`config.mk`:
```
export PLATFORM = sky130hd
export DESIGN_NAME = pew_ctrl
export DESIGN_NICKNAME = d
export VERILOG_FILES = /design/src/design/pew_pkg.sv /design/src/design/pew_ctrl.sv
export SDC_FILE = /design/constraint.sdc
export NUM_CORES = 1
export LEC_CHECK = 0
export CAP_MARGIN = 30
export CORE_AREA = 2 2 39 41
export DETAILED_ROUTE_END_ITERATION = 12
export DIE_AREA = 0 0 41 43
export DONT_BUFFER_PORTS = 1
export PLACE_DENSITY = 0.35
export SYNTH_ARGS = -nofsm -noshare
export SYNTH_HDL_FRONTEND = slang
export SYNTH_SLANG_ARGS = --single-unit
```
`constraint.sdc`:
```
create_clock -name clock -period 1 [get_ports clock]
set_input_delay 0.2 -clock clock [delete_from_list [all_inputs] [get_ports clock]]
set_output_delay 0.2 -clock clock [all_outputs]
set_load 0.01 [all_outputs]
```
`src/design/pew_pkg.sv`:
```
// shared types and constants of the prewitt edge magnitude unit
`timescale 1ns / 1ps
`default_nettype none
package pew_pkg;

   localparam int MAX_WIDTH_DEF = 2048;
   localparam int PIX_BITS      = 8;
   localparam int PX_BITS       = 24;
   localparam int CFG_W_BITS    = 12;
   localparam int CFG_H_BITS    = 16;
   localparam int CSR_BITS      = 16;
   localparam int COL_OUT_BITS  = 11;
   localparam int ROW_BITS      = 16;
   localparam logic [CFG_W_BITS-1:0] WIDTH_RESET  = 12'd2048;
   localparam logic [CFG_H_BITS-1:0] HEIGHT_RESET = 16'd2048;

   // register indexes of the configuration port
   typedef enum logic [0:0] {
      CSR_IMAGE_WIDTH  = 1'b0,
      CSR_IMAGE_HEIGHT = 1'b1
   } csr_index_type;

   typedef enum logic [2:0] {
      ST_IDLE,
      ST_FETCH,
      ST_LOAD,
      ST_ROOT,
      ST_EMIT
   } state_type;

   // commands from the controller to the datapath
   typedef struct packed {
      logic capture;
      logic square;
      logic root_load;
      logic root_step;
      logic emit;
   } cmd_type;

   // status from the datapath to the controller
   typedef struct packed {
      logic root_last;
      logic pend_none;
      logic pend_one;
      logic out_free;
   } status_type;

endpackage
`default_nettype wire

```
`src/design/pew_ctrl.sv`:
```
// controller state machine of the prewitt edge magnitude unit
`timescale 1ns / 1ps
`default_nettype none
module pew_ctrl
   import pew_pkg::*;
(
   input  wire logic       clock,
   input  wire logic       reset,
   input  wire logic       req_valid,
   output logic            req_ready,
   input  wire status_type status,
   output cmd_type         cmd
);

   state_type state_ff, state_in;

   // state register
   always_ff @(posedge clock) begin
      if (reset) begin
         state_ff <= ST_IDLE;
      end else begin
         state_ff <= state_in;
      end
   end

   // next state
   always_comb begin
      state_in = state_ff;
      unique case (state_ff)
         ST_IDLE: begin
            if (req_valid) state_in = ST_FETCH;
         end
         ST_FETCH: state_in = ST_LOAD;
         ST_LOAD:  state_in = ST_ROOT;
         ST_ROOT: begin
            if (status.root_last) state_in = ST_EMIT;
         end
         ST_EMIT: begin
            if (status.pend_none || (status.out_free && status.pend_one)) state_in = ST_IDLE;
         end
         default: state_in = ST_IDLE;
      endcase
   end

   // outputs
   always_comb begin
      cmd       = '0;
      req_ready = 1'b0;
      unique case (state_ff)
         ST_IDLE: begin
            req_ready   = 1'b1;
            cmd.capture = req_valid;
         end
         ST_FETCH: cmd.square    = 1'b1;
         ST_LOAD:  cmd.root_load = 1'b1;
         ST_ROOT:  cmd.root_step = 1'b1;
         ST_EMIT:  cmd.emit      = status.out_free && !status.pend_none;
         default: cmd = '0;
      endcase
   end

endmodule
`default_nettype wire

```
==> results of run 1 <==
-- worst max-delay path, stage by stage, from the launching register on --
cell and delay [ns]:
dfxtp_4 0.35, buf_12 0.13, nor3_4 0.17, and2_4 0.17
-- kinds of logic after synthesis --
kind of cell	count (synthesis)	synth area share [%]
flip-flops	3	30.2
buffers and inverters	2	6.29
AND/OR/NAND/NOR	12	45.3
AO/OA/AOI/OAI	4	18.2
-- routing by layer --
layer / vias to the layer above / GRT usage, % / share of wire, %
li1: 97 / - / -
met1: 97 / 8.31 / 39
met2: 10 / 10.3 / 50
met3: 2 / 5.24 / 7.2
met4: 0 / 8.00 / 2.8
met5: - / 0 / 0
-- final cells by class --
cell class / count / area [um^2] / share of cell area [%]
tap: 16 / 20.0 / 5.78
clock buffer: 4 / 26.3 / 7.58
sequential: 3 / 71.3 / 20.6
multi-input combinational: 16 / 156 / 45.1
timing repair buffer: 8 / 72.6 / 20.9
-- synthesized netlist by cell type --
cell       number
nor3b_1         2
a21oi_1         1
nor4_1          1
nor3_1          1
buf_4           1
a21bo_1         1
o2bb2ai_1       1
a211oi_2        1
nor2_1          1
nor4b_2         1
and3b_2         1
buf_2           1
and3_2          1
and2_1          2
nand4b_1        1
nand2b_1        1
dfxtp_1         3
-- path summary, 6_finish.rpt --
kind | startpoint | endpoint | cells past startpoint | slack, ns
min | reset | state_ff[0] | 1 | 0.02
max reg2reg | state_ff[0] | state_ff[1] | 3 | 0.05
max | state_ff[2] | cmd[4] | 3 | -0.25
min reg2reg | state_ff[2] | state_ff[1] | 1 | 0.45
-- what timing repair did --
item / 4_1_cts / 5_1_grt
buffers inserted: 2 / 1
pin swaps: 4 / 0
gates resized for setup: 6 / 0
hold buffers: 0 / 0
setup endpoints to repair: 8 / 7
-- metrics by stage --
stage          setup slack (ns)  instances  utilization (%)  area [um^2]  hold slack [ns]
2_1_floorplan           -0.0121         21                -          230            0.265
3_3_place_gp            -0.0916         40             20.3          282            0.271
3_5_place_dp             -0.108         40             20.3          282            0.270
4_1_cts                  -0.280         46             24.5          339           0.0136
5_1_grt                  -0.304         47             25.0          347          0.00997
6_report                 -0.249         47             25.0          347           0.0217
-- cells in the final DEF, fill, tap and decap left out --
master	instances
clkbuf_4	3
clkbuf_1	1
nand2b_1	1
a211oi_2	1
and3b_2	1
nor3b_1	1
nor4b_4	1
nor3b_2	1
and3_2	1
nand4b_1	1
o2bb2ai_1	1
nor2_1	1
nor3_4	1
a21oi_1	1
dfxtp_4	3
nor4_1	1
buf_4	7
a21bo_1	1
and2_4	2
buf_12	1
-- where the power goes --
part	internal, uW	switching (uW)
logic	65.7	38.6
registers	128	20.8
clock network	149	59.7
==> impl_metrics.json, run 1 <==
{
  "max-slew-margin-rel_pct": 85.9,
  "reg_top3": "state_ff: 3 flops",
  "slew_violations": 0,
  "skew_ns": 0.00107,
  "post_drt_wl_per_cell_um": 10.7,
  "track_usage_pct": 8.12,
  "ys_ff_latch": 3,
  "min_path_type": "in -> reg",
  "drtAntennaViolNets": 0,
  "cts_tree": "yes",
  "antenna_found_initial": 0,
  "yosysSeqAreaShare_pct": 30.2,
  "cp_data_arrival_time_ns": 1.05,
  "coreArea_mm2": 0.00138,
  "path_class": "reg -> out",
  "cp_max_fo": 5,
  "rsz0062_at_grt": "true",
  "outcome": "finished with violations",
  "clk_pin_slew_worst_paths_ns": 0.04,
  "setup_violations": 6,
  "total_power_uw": 462,
  "period_share_pct": 125,
  "via_per_inst": 4.38,
  "fill_cells": 160,
  "netlist.top_cell.by_area": "dfxtp_1",
  "dpl.hpwl_um": 391,
  "drtIter0Drc": 3,
  "syn2layout_area_growth_pct": 74.2,
  "syn_nets": 28,
  "p_per_area_mw_per_mm2": 1330,
  "antenna_cells": 0,
  "peakVddDrop_v": 0.000669,
  "drt-pass1-iter-count": 2,
  "ios": 13,
  "cp-end-kind": "output pin",
  "ys_types": 17,
  "ys_warn_count": 0,
  "p_leak_uw": 0.000137,
  "drive_above_1_share_pct": 71.0,
  "overflow": 0,
  "die_x_um": 41,
  "cts-root-buf": "clkbuf_4",
  "synth_top_cell_area_share_pct": 30.2,
  "netlist_instances": 21,
  "initial_core_util_pct": 14.4,
  "wirelength_um": 502,
  "finalSetupTns_ns": -1.28,
  "max_clock_freq_mhz": 800,
  "final_hold_viol_count": 0,
  "min_period_ns": 1.25,
  "cts_max_level": 1,
  "syn_avg_cell_area_um2": 9.47,
  "die_h_um": 43,
  "netlist_top_cells_area": "dfxtp_1 30%, nor3b_1 7.5%, nor4b_2 7.5%",
  "cts_buffers": 3,
  "grt_pass1_vias": 217,
  "clk_path_buf_depth": 2,
  "dr_total_vias": 206,
  "fin_nets": 39,
  "num_rows": 14,
  "syn_area_um2": 199,
  "drv_cap": 0,
  "portBuffers": 0,
  "grt_max_degree": 9,
  "grt_pass1_wl_um": 883,
  "violations": "setup timing",
  "crit_required_ns": 0.80,
  "dieArea_mm2": 0.00176,
  "gp_congestion": 0.591,
  "cts_sinks": 3,
  "fin_ws_ns": -0.249,
  "worstMarginPinSlew_ns": 0.210,
  "regMostFlops": "state_ff",
  "insertion_delay_ns": 0.23,
  "worst_setup_path_start_kind": "register",
  "largest_reg_flops": 3,
  "drc": 0
}
Note: power is estimated with default switching activity, not from simulation.
==> run 2, diff against run 1 <==
--- a/config.mk
+++ b/config.mk
@@ -7,10 +7,12 @@
 export LEC_CHECK = 0
 export CAP_MARGIN = 30
 export CORE_AREA = 2 2 39 41
+export CTS_BUF_LIST = sky130_fd_sc_hd__clkbuf_8
 export DETAILED_ROUTE_END_ITERATION = 12
 export DIE_AREA = 0 0 41 43
 export DONT_BUFFER_PORTS = 1
-export PLACE_DENSITY = 0.35
+export PLACE_DENSITY = 0.34
+export REMOVE_ABC_BUFFERS = 1
 export SYNTH_ARGS = -nofsm -noshare
 export SYNTH_HDL_FRONTEND = slang
 export SYNTH_SLANG_ARGS = --single-unit
==> constraint.sdc (replaced) <==
create_clock -name clock -period 1.5 [get_ports clock]
set_input_delay 0.3 -clock clock [delete_from_list [all_inputs] [get_ports clock]]
set_output_delay 0.3 -clock clock [all_outputs]
set_load 0.01 [all_outputs]
==> impl_metrics.json, run 2 (synthesized netlist as in run 1, its figures left out) <==
{
  "outcome": "finished, final reports clean",
  "hold_end": "state_ff[0]",
  "power.net_switching_uw": 91.0,
  "finalSetupTns_ns": 0,
  "die_h_um": 43,
  "grt_max_degree": 11,
  "insertion_delay_ns": 0.22,
  "final_hold_viol_count": 0,
  "fin_nets": 32,
  "gp_congestion": 0.626,
  "dp_slack_ns": 0.271,
  "p_clk_share_pct": 62.5,
  "dpl.hpwl_um": 328,
  "p_per_area_mw_per_mm2": 1370,
  "cp_max_fo": 10,
  "drtIter0Drc": 0,
  "dieArea_mm2": 0.00176,
  "cts_buffers": 3,
  "drt-pass1-iter-count": 1,
  "skew_ns": 0.00165,
  "rsz0062_at_grt": "false",
  "crit_buf_inv": 0,
  "drive_above_1_share_pct": 41.7,
  "worst_setup_path_start_kind": "register",
  "layout_commonest_cell": "clkbuf_8",
  "setup_violations": 0,
  "power_frac_comb_pct": 10.5,
  "cts-root-buf": "clkbuf_8",
  "period_share_pct": 96.1,
  "fin_util_pct": 19.6,
  "fin_ws_ns": 0.0582,
  "portBuffers": 0,
  "wirelength_um": 466,
  "hold_depth": 1,
  "reg_top3": "state_ff: 3 flops",
  "r2r-end": "state_ff[0]",
  "fin_area_um2": 272,
  "cp_data_arrival_time_ns": 1.14,
  "cp-end-kind": "output pin",
  "largest_reg_flops": 3,
  "slew_violations": 0,
  "dp.cells": 36,
  "worstPathCellList": "nor3b_1",
  "layout_common_cells": "3 x clkbuf_8, 2 x nor3b_1, 2 x dfxtp_1",
  "crit_required_ns": 1.20,
  "clk_pin_slew_worst_paths_ns": 0.03,
  "grt_pass1_vias": 177,
  "cts_tree": "yes",
  "hold_buffers": 0,
  "initial_core_util_pct": 14.4,
  "drtAntennaViolNets": 0,
  "regMostFlops": "state_ff",
  "cp_slowest_cell": "dfxtp_1",
  "rrSetupSlack_ns": 0.51,
  "p_int_uw": 282,
  "clk_path_buf_depth": 2,
  "via_per_inst": 4.20,
  "holdCritStartpoint": "reset",
  "dr_total_vias": 168,
  "min_period_ns": 1.44,
  "worstMarginPinSlew_ns": 0.407,
  "die_x_um": 41,
  "cpPeakStageDelay_ns": 0.51,
  "min_path_type": "in -> reg",
  "fill_cells": 157,
  "layoutNonFillerInstCount": 40,
  "peakVddDrop_v": 0.000300,
  "cts_max_level": 1,
  "path_class": "reg -> out",
  "seqPwrFrac_pct": 26.9,
  "coreArea_mm2": 0.00138,
  "drv_cap": 0,
  "max_clock_freq_mhz": 694,
  "p_sw_share_pct": 24.4,
  "max-slew-margin-rel_pct": 72.8,
  "reg2regPathDepth": 2,
  "post_drt_wl_per_cell_um": 11.7,
  "drc": 0,
  "num_rows": 14,
  "ios": 13,
  "place_area_um2": 214,
  "overflow": 0,
  "antenna_cells": 0,
  "cp_top_family": "flip-flops",
  "track_usage_pct": 7.04,
  "antenna_found_initial": 0,
  "p_leak_uw": 0.0000988,
  "syn2layout_area_growth_pct": 36.5,
  "rr_startpoint": "state_ff[1]",
  "grt_pass1_wl_um": 717,
  "cts_sinks": 3
}
[run 2: final cells by class]
cell class	instances	area (um^2)	area share (%)
Clock buffer	3	41.3	15.2
Clock inverter	1	3.75	1.38
Multi-Input combinational cell	16	138	50.7
Sequential cell	3	61.3	22.6
Tap cell	16	20.0	7.37
Timing Repair Buffer	1	7.51	2.76
[run 2: how the worst max path moves through the flow]
stage                     slack [ns]      to  cells past startpoint        start
after global placement          0.29  cmd[0]                      2  state_ff[2]
final                           0.06  cmd[3]                      1  state_ff[0]
after CTS                       0.04  cmd[0]                      2  state_ff[2]
after detailed placement        0.27  cmd[0]                      2  state_ff[2]
after floorplan                 0.26  cmd[4]                      2  state_ff[1]
after global routing           0.009  cmd[3]                      1  state_ff[0]
[run 2: through the flow]
stage / power [uW] / hold WS, ns
finish: 373 / 0.144
detailed placement: 139 / 0.369
CTS: 378 / 0.140
global route: 393 / 0.140
global placement: 139 / 0.366
floorplan: 127 / 0.365
[run 2: what timing repair did]
action | in CTS | in global routing
endpoints found under the setup margin | 0 | 1
resized for setup | 0 | 3
hold endpoints to repair | 0 | 0
setup buffers | 0 | 0
[run 2: per-layer routing]
metal	GRT usage, %	vias up	wire length [um]
met5	0	-	0
met1	7.74	73	211
met3	3.14	2	49
met2	6.88	10	189
met4	12.0	0	17
li1	-	83	-
[run 2: power groups by stage]
| stage | Clock [uW] | Sequential (uW) | Combinational, uW |
|---|---|---|---|
| 6_report | 233 | 101 | 39.3 |
| 5_1_grt | 249 | 102 | 42.9 |
| 4_1_cts | 239 | 99.0 | 39.5 |
| 3_5_place_dp | 0 | 100 | 39.2 |
| 3_3_place_gp | 0 | 99.6 | 39.2 |
| 2_1_floorplan | 0 | 96.5 | 30.6 |
